File: src/sv/vct_pkg.sv
// Shared types and codes for the vector clock table.
// Used by vector_clock_table and vct_table; depends on nothing.
package vct_pkg;

  localparam int unsigned ID_W  = 32;
  localparam int unsigned CNT_W = 63;

  typedef enum logic [2:0] {
    ACT_INC    = 3'd0,
    ACT_ADD    = 3'd1,
    ACT_LOOKUP = 3'd2,
    ACT_MERGE  = 3'd3,
    ACT_CMP    = 3'd4
  } action_t;

  typedef enum logic [1:0] {
    ST_OK       = 2'd0,
    ST_NOT_FOUND = 2'd1,
    ST_PRESENT  = 2'd2,
    ST_FULL     = 2'd3
  } status_t;

  typedef enum logic [2:0] {
    ORD_EQUAL        = 3'd0,
    ORD_LESS         = 3'd1,
    ORD_GREATER      = 3'd2,
    ORD_CONCURRENT   = 3'd3,
    ORD_INCOMPARABLE = 3'd4
  } order_t;

  typedef enum logic [7:0] {
    S_IDLE = 8'b00000001,
    S_RD   = 8'b00000010,
    S_CMP  = 8'b00000100,
    S_ACT  = 8'b00001000,
    S_SHR  = 8'b00010000,
    S_SHW  = 8'b00100000,
    S_INS  = 8'b01000000,
    S_DONE = 8'b10000000
  } state_t;

endpackage

File: src/sv/vector_clock_table.sv
// Top level of the vector clock table: sequencer, compare state and result register.
// Depends on vct_pkg and vct_table.
//
// The block holds one vector clock as up to MAX_ENTRIES (node id, counter) pairs
// sorted by ascending signed id, empty after reset. Each input item is one action:
// increment, add node, lookup, merge one received entry, or feed one received
// entry into a running comparison whose order is reported with the entry marked
// last. Items are handled one at a time and in_ready is low while an item is in
// work. The search walks the sorted table through the single read port of the
// entry memory, each entry visited being read in S_RD and compared in S_CMP, up to
// the position p found; an insert then shifts the entries from p upward up by one,
// each move a read in S_SHR and a write in S_SHW, then writes the new entry.
// A compare item reads only the entry at the current compare position. Unknown
// actions and compare entries not marked last give no result item; every other
// item gives exactly one. A finished result sits in the output register until taken.
// The next item may be accepted while it waits; that item's own result is then
// held back until the register is free.
module vector_clock_table #(
  parameter int unsigned MAX_ENTRIES = 16
) (
  input  logic        clk,
  input  logic        rst_n,
  input  logic        in_valid,
  output logic        in_ready,
  input  logic [2:0]  in_action,
  input  logic signed [31:0] in_node_id,
  input  logic signed [63:0] in_counter,
  input  logic        in_last,
  input  logic        in_no_entry,
  output logic        out_valid,
  input  logic        out_ready,
  output logic [1:0]  out_status,
  output logic [62:0] out_value,
  output logic [2:0]  out_order
);

  // Count and position widths hold the depth itself; addresses only index it.
  localparam int unsigned IW = $clog2(MAX_ENTRIES + 1);
  localparam int unsigned AW = (MAX_ENTRIES > 1) ? $clog2(MAX_ENTRIES) : 1;
  localparam logic [IW-1:0] FULL = IW'(MAX_ENTRIES);

  vct_pkg::state_t st_r, st_nxt;

  logic [2:0]        act_r;
  logic signed [31:0] id_r;
  logic [63:0]       cnt_r;
  logic              last_r;
  logic              hit_r;
  logic [IW-1:0]     p_r, k_r, count_r, cpos_r;
  logic              sbig_r, rbig_r, mis_r;

  logic [1:0]        res_status_r;
  logic [62:0]       res_value_r;
  logic [2:0]        res_order_r;
  logic              out_valid_r;
  logic [1:0]        out_status_r;
  logic [62:0]       out_value_r;
  logic [2:0]        out_order_r;

  logic              we;
  logic [AW-1:0]     waddr, raddr;
  logic signed [31:0] wid, rid;
  logic [62:0]       wcnt, rcnt;

  // Received counter clamped to zero when negative.
  logic              neg;
  logic [62:0]       cnt63;
  assign neg   = cnt_r[63];
  assign cnt63 = neg ? 63'd0 : cnt_r[62:0];

  vct_table #(.DEPTH(MAX_ENTRIES), .AW(AW)) u_table (
    .clk  (clk),
    .we   (we),
    .waddr(waddr),
    .wid  (wid),
    .wcnt (wcnt),
    .raddr(raddr),
    .rid  (rid),
    .rcnt (rcnt)
  );

  assign in_ready   = (st_r == vct_pkg::S_IDLE);
  assign out_valid  = out_valid_r;
  assign out_status = out_status_r;
  assign out_value  = out_value_r;
  assign out_order  = out_order_r;

  // Read address: the search position, or the entry below the shift slot.
  always_comb begin
    raddr = p_r[AW-1:0];
    if (st_r == vct_pkg::S_SHR) begin
      raddr = AW'(k_r - IW'(1));
    end
  end

  // Write port: counter update in place, shift moves, and the new entry.
  always_comb begin
    we    = 1'b0;
    waddr = p_r[AW-1:0];
    wid   = rid;
    wcnt  = rcnt;
    case (st_r)
      vct_pkg::S_ACT: begin
        if (hit_r && act_r == vct_pkg::ACT_INC) begin
          we   = 1'b1;
          wcnt = (rcnt == '1) ? rcnt : rcnt + 63'd1;
        end else if (hit_r && act_r == vct_pkg::ACT_MERGE && cnt63 > rcnt) begin
          we   = 1'b1;
          wcnt = cnt63;
        end
      end
      vct_pkg::S_SHW: begin
        we    = 1'b1;
        waddr = k_r[AW-1:0];
      end
      vct_pkg::S_INS: begin
        we   = 1'b1;
        wid  = id_r;
        wcnt = cnt63;
      end
      default: ;
    endcase
  end

  // Sequencer next state.
  always_comb begin
    st_nxt = st_r;
    case (st_r)
      vct_pkg::S_IDLE: begin
        if (in_valid) begin
          if (in_action == vct_pkg::ACT_INC || in_action == vct_pkg::ACT_ADD ||
              in_action == vct_pkg::ACT_LOOKUP) begin
            st_nxt = vct_pkg::S_RD;
          end else if (in_action == vct_pkg::ACT_MERGE || in_action == vct_pkg::ACT_CMP) begin
            st_nxt = in_no_entry ? vct_pkg::S_DONE : vct_pkg::S_RD;
          end
        end
      end
      vct_pkg::S_RD:  st_nxt = (p_r < count_r) ? vct_pkg::S_CMP : vct_pkg::S_ACT;
      vct_pkg::S_CMP: begin
        if (act_r != vct_pkg::ACT_CMP && rid < id_r) begin
          st_nxt = vct_pkg::S_RD;
        end else begin
          st_nxt = vct_pkg::S_ACT;
        end
      end
      vct_pkg::S_ACT: begin
        st_nxt = vct_pkg::S_DONE;
        if (act_r == vct_pkg::ACT_CMP && !last_r) begin
          st_nxt = vct_pkg::S_IDLE;
        end else if (!hit_r && count_r != FULL &&
                     (act_r == vct_pkg::ACT_ADD || act_r == vct_pkg::ACT_MERGE)) begin
          st_nxt = (count_r == p_r) ? vct_pkg::S_INS : vct_pkg::S_SHR;
        end
      end
      vct_pkg::S_SHR: st_nxt = vct_pkg::S_SHW;
      vct_pkg::S_SHW: st_nxt = (k_r - IW'(1) == p_r) ? vct_pkg::S_INS : vct_pkg::S_SHR;
      vct_pkg::S_INS: st_nxt = vct_pkg::S_DONE;
      vct_pkg::S_DONE: begin
        if (!out_valid_r || out_ready) begin
          st_nxt = vct_pkg::S_IDLE;
        end
      end
      default: st_nxt = vct_pkg::S_IDLE;
    endcase
  end

  // Compare flags after this entry, used for the order of a last entry.
  logic sbig_nxt, rbig_nxt, mis_nxt;
  always_comb begin
    sbig_nxt = sbig_r;
    rbig_nxt = rbig_r;
    mis_nxt  = mis_r;
    if (!hit_r) begin
      mis_nxt = 1'b1;
    end else if (neg || rcnt > cnt_r[62:0]) begin
      sbig_nxt = 1'b1;
    end else if (rcnt < cnt_r[62:0]) begin
      rbig_nxt = 1'b1;
    end
  end

  always_ff @(posedge clk) begin
    if (!rst_n) begin
      st_r        <= vct_pkg::S_IDLE;
      count_r     <= '0;
      cpos_r      <= '0;
      sbig_r      <= 1'b0;
      rbig_r      <= 1'b0;
      mis_r       <= 1'b0;
      out_valid_r <= 1'b0;
    end else begin
      st_r <= st_nxt;
      // A result loaded in S_DONE takes the register over in the same cycle.
      if (out_valid_r && out_ready && st_r != vct_pkg::S_DONE) begin
        out_valid_r <= 1'b0;
      end
      case (st_r)
        vct_pkg::S_IDLE: begin
          if (in_valid) begin
            act_r        <= in_action;
            id_r         <= in_node_id;
            cnt_r        <= in_counter;
            last_r       <= in_last;
            hit_r        <= 1'b0;
            p_r          <= (in_action == vct_pkg::ACT_CMP) ? cpos_r : '0;
            res_status_r <= vct_pkg::ST_OK;
            res_value_r  <= '0;
            res_order_r  <= vct_pkg::ORD_EQUAL;
            if (in_action == vct_pkg::ACT_CMP && in_no_entry) begin
              // An empty received clock ends any running comparison.
              res_order_r <= (count_r == '0) ? vct_pkg::ORD_EQUAL
                                             : vct_pkg::ORD_INCOMPARABLE;
              cpos_r <= '0;
              sbig_r <= 1'b0;
              rbig_r <= 1'b0;
              mis_r  <= 1'b0;
            end
          end
        end
        vct_pkg::S_CMP: begin
          if (act_r != vct_pkg::ACT_CMP && rid < id_r) begin
            p_r <= p_r + IW'(1);
          end else begin
            hit_r <= (rid == id_r);
          end
        end
        vct_pkg::S_ACT: begin
          k_r <= count_r;
          case (act_r)
            vct_pkg::ACT_INC: begin
              if (!hit_r) res_status_r <= vct_pkg::ST_NOT_FOUND;
            end
            vct_pkg::ACT_LOOKUP: begin
              if (hit_r) res_value_r <= rcnt;
              else res_status_r <= vct_pkg::ST_NOT_FOUND;
            end
            vct_pkg::ACT_ADD: begin
              if (hit_r) res_status_r <= vct_pkg::ST_PRESENT;
              else if (count_r == FULL) res_status_r <= vct_pkg::ST_FULL;
            end
            vct_pkg::ACT_MERGE: begin
              if (!hit_r && count_r == FULL) res_status_r <= vct_pkg::ST_FULL;
            end
            vct_pkg::ACT_CMP: begin
              if (cpos_r != FULL) cpos_r <= cpos_r + IW'(1);
              sbig_r <= sbig_nxt;
              rbig_r <= rbig_nxt;
              mis_r  <= mis_nxt;
              if (last_r) begin
                if (mis_nxt || ({1'b0, p_r} + (IW+1)'(1)) != {1'b0, count_r}) begin
                  res_order_r <= vct_pkg::ORD_INCOMPARABLE;
                end else if (sbig_nxt && rbig_nxt) begin
                  res_order_r <= vct_pkg::ORD_CONCURRENT;
                end else if (sbig_nxt) begin
                  res_order_r <= vct_pkg::ORD_GREATER;
                end else if (rbig_nxt) begin
                  res_order_r <= vct_pkg::ORD_LESS;
                end else begin
                  res_order_r <= vct_pkg::ORD_EQUAL;
                end
                cpos_r <= '0;
                sbig_r <= 1'b0;
                rbig_r <= 1'b0;
                mis_r  <= 1'b0;
              end
            end
            default: ;
          endcase
        end
        vct_pkg::S_SHW: begin
          k_r <= k_r - IW'(1);
        end
        vct_pkg::S_INS: begin
          count_r <= count_r + IW'(1);
        end
        vct_pkg::S_DONE: begin
          if (!out_valid_r || out_ready) begin
            out_valid_r  <= 1'b1;
            out_status_r <= res_status_r;
            out_value_r  <= res_value_r;
            out_order_r  <= res_order_r;
          end
        end
        default: ;
      endcase
    end
  end

endmodule

File: src/sv/vct_table.sv
// Entry storage of the vector clock table: one write port, one registered read port.
// Depends on vct_pkg for the field widths.
module vct_table #(
  parameter int unsigned DEPTH = 16,
  parameter int unsigned AW    = 4
) (
  input  logic                                clk,
  input  logic                                we,
  input  logic [AW-1:0]                       waddr,
  input  logic signed [vct_pkg::ID_W-1:0]     wid,
  input  logic [vct_pkg::CNT_W-1:0]           wcnt,
  input  logic [AW-1:0]                       raddr,
  output logic signed [vct_pkg::ID_W-1:0]     rid,
  output logic [vct_pkg::CNT_W-1:0]           rcnt
);

  logic [vct_pkg::ID_W-1:0]  ids_mem [DEPTH];
  logic [vct_pkg::CNT_W-1:0] cnt_mem [DEPTH];

  always_ff @(posedge clk) begin
    if (we) begin
      ids_mem[waddr] <= wid;
      cnt_mem[waddr] <= wcnt;
    end
    rid  <= ids_mem[raddr];
    rcnt <= cnt_mem[raddr];
  end

endmodule
File: config.mk
export PLATFORM = sky130hd
export DESIGN_NAME = vector_clock_table
export DESIGN_NICKNAME = d
export VERILOG_FILES = /design/src/sv/vct_pkg.sv /design/src/sv/vector_clock_table.sv /design/src/sv/vct_table.sv
export SDC_FILE = /design/constraint.sdc
export NUM_CORES = 2
export LEC_CHECK = 0
export BUFFER_PORTS_ARGS = -buffer_cell sky130_fd_sc_hd__buf_2
export CAP_MARGIN = 0
export CELL_PAD_IN_SITES_DETAIL_PLACEMENT = 1
export CELL_PAD_IN_SITES_GLOBAL_PLACEMENT = 1
export CORE_MARGIN = 2
export CORE_UTILIZATION = 59
export CTS_CLUSTER_DIAMETER = 50
export CTS_CLUSTER_SIZE = 20
export DETAILED_ROUTE_END_ITERATION = 8
export GPL_ROUTABILITY_DRIVEN = 0
export HOLD_SLACK_MARGIN = 0.06
export PLACE_DENSITY = 0.9
export SYNTH_ARGS = -nofsm -noshare
export SYNTH_HDL_FRONTEND = slang
export SYNTH_HIERARCHICAL = 1
export SYNTH_SLANG_ARGS = --single-unit
File: constraint.sdc
create_clock -name clk -period 23.6 [get_ports clk]
set_input_delay 0 -clock clk [delete_from_list [all_inputs] [get_ports clk]]
set_output_delay 0 -clock clk [all_outputs]
set_load 0.02 [all_outputs]
==> impl_metrics.yaml <==
worst_setup_path:
  crit_path_start: "cnt_r[63]"
  cp_num_cells: 15
  critPathCaptureType: "flop"
  reg2reg_to: "u_table/cnt_mem[11][0]"
  worstRegToRegCells: 15
  slowest_delay_ps: 880
  slowest_stage: "buf_4"
  path_cells: "buf_4 > nor2_1 > ha_1 > and4_1 > or4b_4 > nor4_2 > and2b_1 > a32oi_1 > a211oi_4 > nor2_2 > nand2_1 > nand3b_1 > nor2_4 > buf_4 > buf_4"
  critPathTopFamily: "simple AND/OR/NAND/NOR gates"
  path_class: "reg2reg"
  reg2reg_from: "cnt_r[63]"
  worstSetupEndpoint: "u_table/cnt_mem[11][0]"
  crit_buf_inv: 3
  r2r_setup_slack_ps: 15780
  cpMostUsedCell: "buf_4"
  start_kind: "flop"
  cp_max_fo: 66
  worstPathArrival_ps: 8280
  crit_required_ps: 24070
sta:
  hold_viol: 0
  skew_ps: 56.07
  hold_ws_ps: 139.4
  min_period_ps: 7816
  tns_ps: 0
  finalSetupViolCount: 0
  drv_slew: 36
  slew_headroom_pct: -7.742
  rsz0062_at_grt: "no"
  fmax_ghz: 0.1279
  tightest_slew_ps: 1595
  finalCritPeriodShare_pct: 33.12
routing:
  drtPass1Iterations: 8
  ant_nets: 0
  drtIter0Drc: 8965
  via_per_inst: 7.527
  num_vias: 48262
  route.detailed.drc: 0
  wl_mm: 268.5
  wl_per_cell_um: 41.88
yosys:
  synth_top_flop_cell: "edfxtp_1"
  synthArstFlopShare_pct: 0
  synth_xor_area_share_pct: 0.3022
  syn_nets: 4413
  yosysTopAreaCellShare_pct: 70.43
  ys_seq_elements: 1884
  synthMuxAreaShare_pct: 11.47
  avgSynthCellArea_um2: 18.21
  synthDistinctLibCells: 76
  synth-simple-area-share_pct: 4.617
  synth_compound_area_share_pct: 5.218
  ys_warn_count: 6
  netlist_area_um2: 75340
  synthAdderAreaFrac_pct: 2.823
  synth_top_family_by_area: "multiplexers"
  synth_top_area_cell: "edfxtp_1"
  yosysSeqAreaShare_pct: 73.53
  synth_area_leaders: "edfxtp_1 (70%), mux4_2 (11%), dfxtp_1 (3.1%)"
  synth-edff-count: 1767
  netlist_instances: 4138
grt:
  antenna_found_initial: 25
  grt_max_degree: 155
  grt_overflow: 0
  grt_pass1_vias: 49190
  grt_use_total_pct: 41.63
  grt_pass1_wl_mm: 380.6
clock_tree:
  h-tree-depth: 4
  cts_tree: "yes"
  hold_buffers: 208
  clk_latency_ps: 860
  post-cts-setup-buffers: 0
  cts_max_path_buffers: 3
  cts-buffers-inserted: 151
  path_clk_slew_ps: 100
  clk_root_buffer_cell: "clkbuf_16"
  cts-resized-gates: 0
  clkSinkCount: 1884
floorplanning:
  ios: 175
  row_count: 131
  die_w_um: 361.4
  die_area_um2: 130600
  initial_utilization_pct: 59.24
  design.core.area_um2: 127200
  fp.dieH_um: 361.4
flow_run:
  max_cap_viol_count: 4
run_status:
  status: "finished with violations"
  violations: "capacitance limit, slew limit"
power_and_ir_drop:
  ir_drop_v: 0.00009078
  p_leak_nw: 29.06
  powerDensity_nw_per_um2: 90.82
placement:
  dp_hpwl_mm: 134.1
  port_buffers: 174
final_layout:
  nNetsFinal: 4889
  drive_gt1_share_pct: 21.16
  layout_commonest_cell: "edfxtp_1"
  syn_to_final_growth_pct: 14.23
  layout_common_cells: "edfxtp_1 (1767), mux4_2 (380), nand2_1 (231)"
  fin_util_pct: 67.66
hold_path:
  hp-class: "in2reg"
state kept, by name, summed over array words and instances, names as in the netlist, 3 cells and up:
name,count
act_r,3
res_value_r,63
out_order,3
u_table/ids_mem,512
cpos_r,5
id_r,32
cnt_r,64
u_table/rid,32
out_value,63
res_order_r,3
u_table/rcnt,63
count_r,5
st_r,8
u_table/cnt_mem,1008
k_r,5
p_r,5
cell usage after synthesis, drive strengths merged, types with 12 or more instances:
master     n
a21o      46
a21oi     83
a221o     22
a22oi    196
a31oi     14
buf       71
clkbuf   112
dfxtp    117
edfxtp  1767
ha       170
inv      175
mux4     380
nand2    231
nand3     61
nand3b    12
nand4     55
nor2     217
nor2b     13
nor3      38
nor4      21
o211ai    18
o21ai    115
o221ai    12
o31ai     15
or3       19
xnor2     17
area by class of cell:
cell class	instances	area, µm²
fill	10390	41130
clock inverter	101	1270
tap	1662	2079
antenna	11	27.53
sequential	1884	55400
clock buffer	177	3980
inverter	175	656.9
timing repair buffer	506	3934
multi-input combinational	1896	18710
worst min path at each step:
stage	from	end	slack, ps	cells after the start
5_1_grt	rst_n	st_r[5]	150	4
4_1_cts	rst_n	st_r[5]	80	4
2_1_floorplan	rst_n	st_r[0]	80	1
3_3_place_gp	in_counter[49]	cnt_r[49]	180	1
3_5_place_dp	in_counter[9]	cnt_r[9]	180	1
6_report	rst_n	rbig_r	140	4
worst reg2reg max path: cells and delay by family (launching register included):
family	cells	cell delay (ps)
compound gates	2	750
fa+ha+maj	1	450
buf+inv	3	2240
flops	1	360
simple gates	9	3520
kinds of logic after synthesis:
logic type / count (synthesis)
DFF: 1884
buffers and inverters: 358
muxes: 388
xor gates and xnor gates: 26
adders and majority gates: 170
AOI/OAI and AO/OA: 576
and+or+nand+nor: 736
metrics by stage:
| stage | total power, mW | instance area, µm² | cells | worst slack (ps) |
|---|---|---|---|---|
| after floorplan | 4.515 | 75340 | 4138 | 12640 |
| after global placement | 4.824 | 78620 | 5912 | 17010 |
| after detailed placement | 4.898 | 78630 | 5913 | 16720 |
| after CTS | 7.632 | 85960 | 6399 | 16430 |
| after global routing | 7.922 | 86030 | 6401 | 15700 |
| final | 7.816 | 86060 | 6412 | 15780 |
power by group:
part	switching (mW)	internal, mW
Sequential	0.0942	3.86
Clock	1.45	1.36
Combinational	0.730	0.323
Total	2.28	5.54
per-layer routing:
| metal | part of all wire, % | track usage [%] | vias to the layer above |
|---|---|---|---|
| met3 | 14 | 11.96 | 1427 |
| li1 | - | - | 17674 |
| met1 | 31 | 51.05 | 23945 |
| met2 | 47 | 65.67 | 5192 |
| met5 | 0.10 | 0.5549 | - |
| met4 | 8.0 | 26.21 | 24 |
Power figures use the tool's default switching activity.
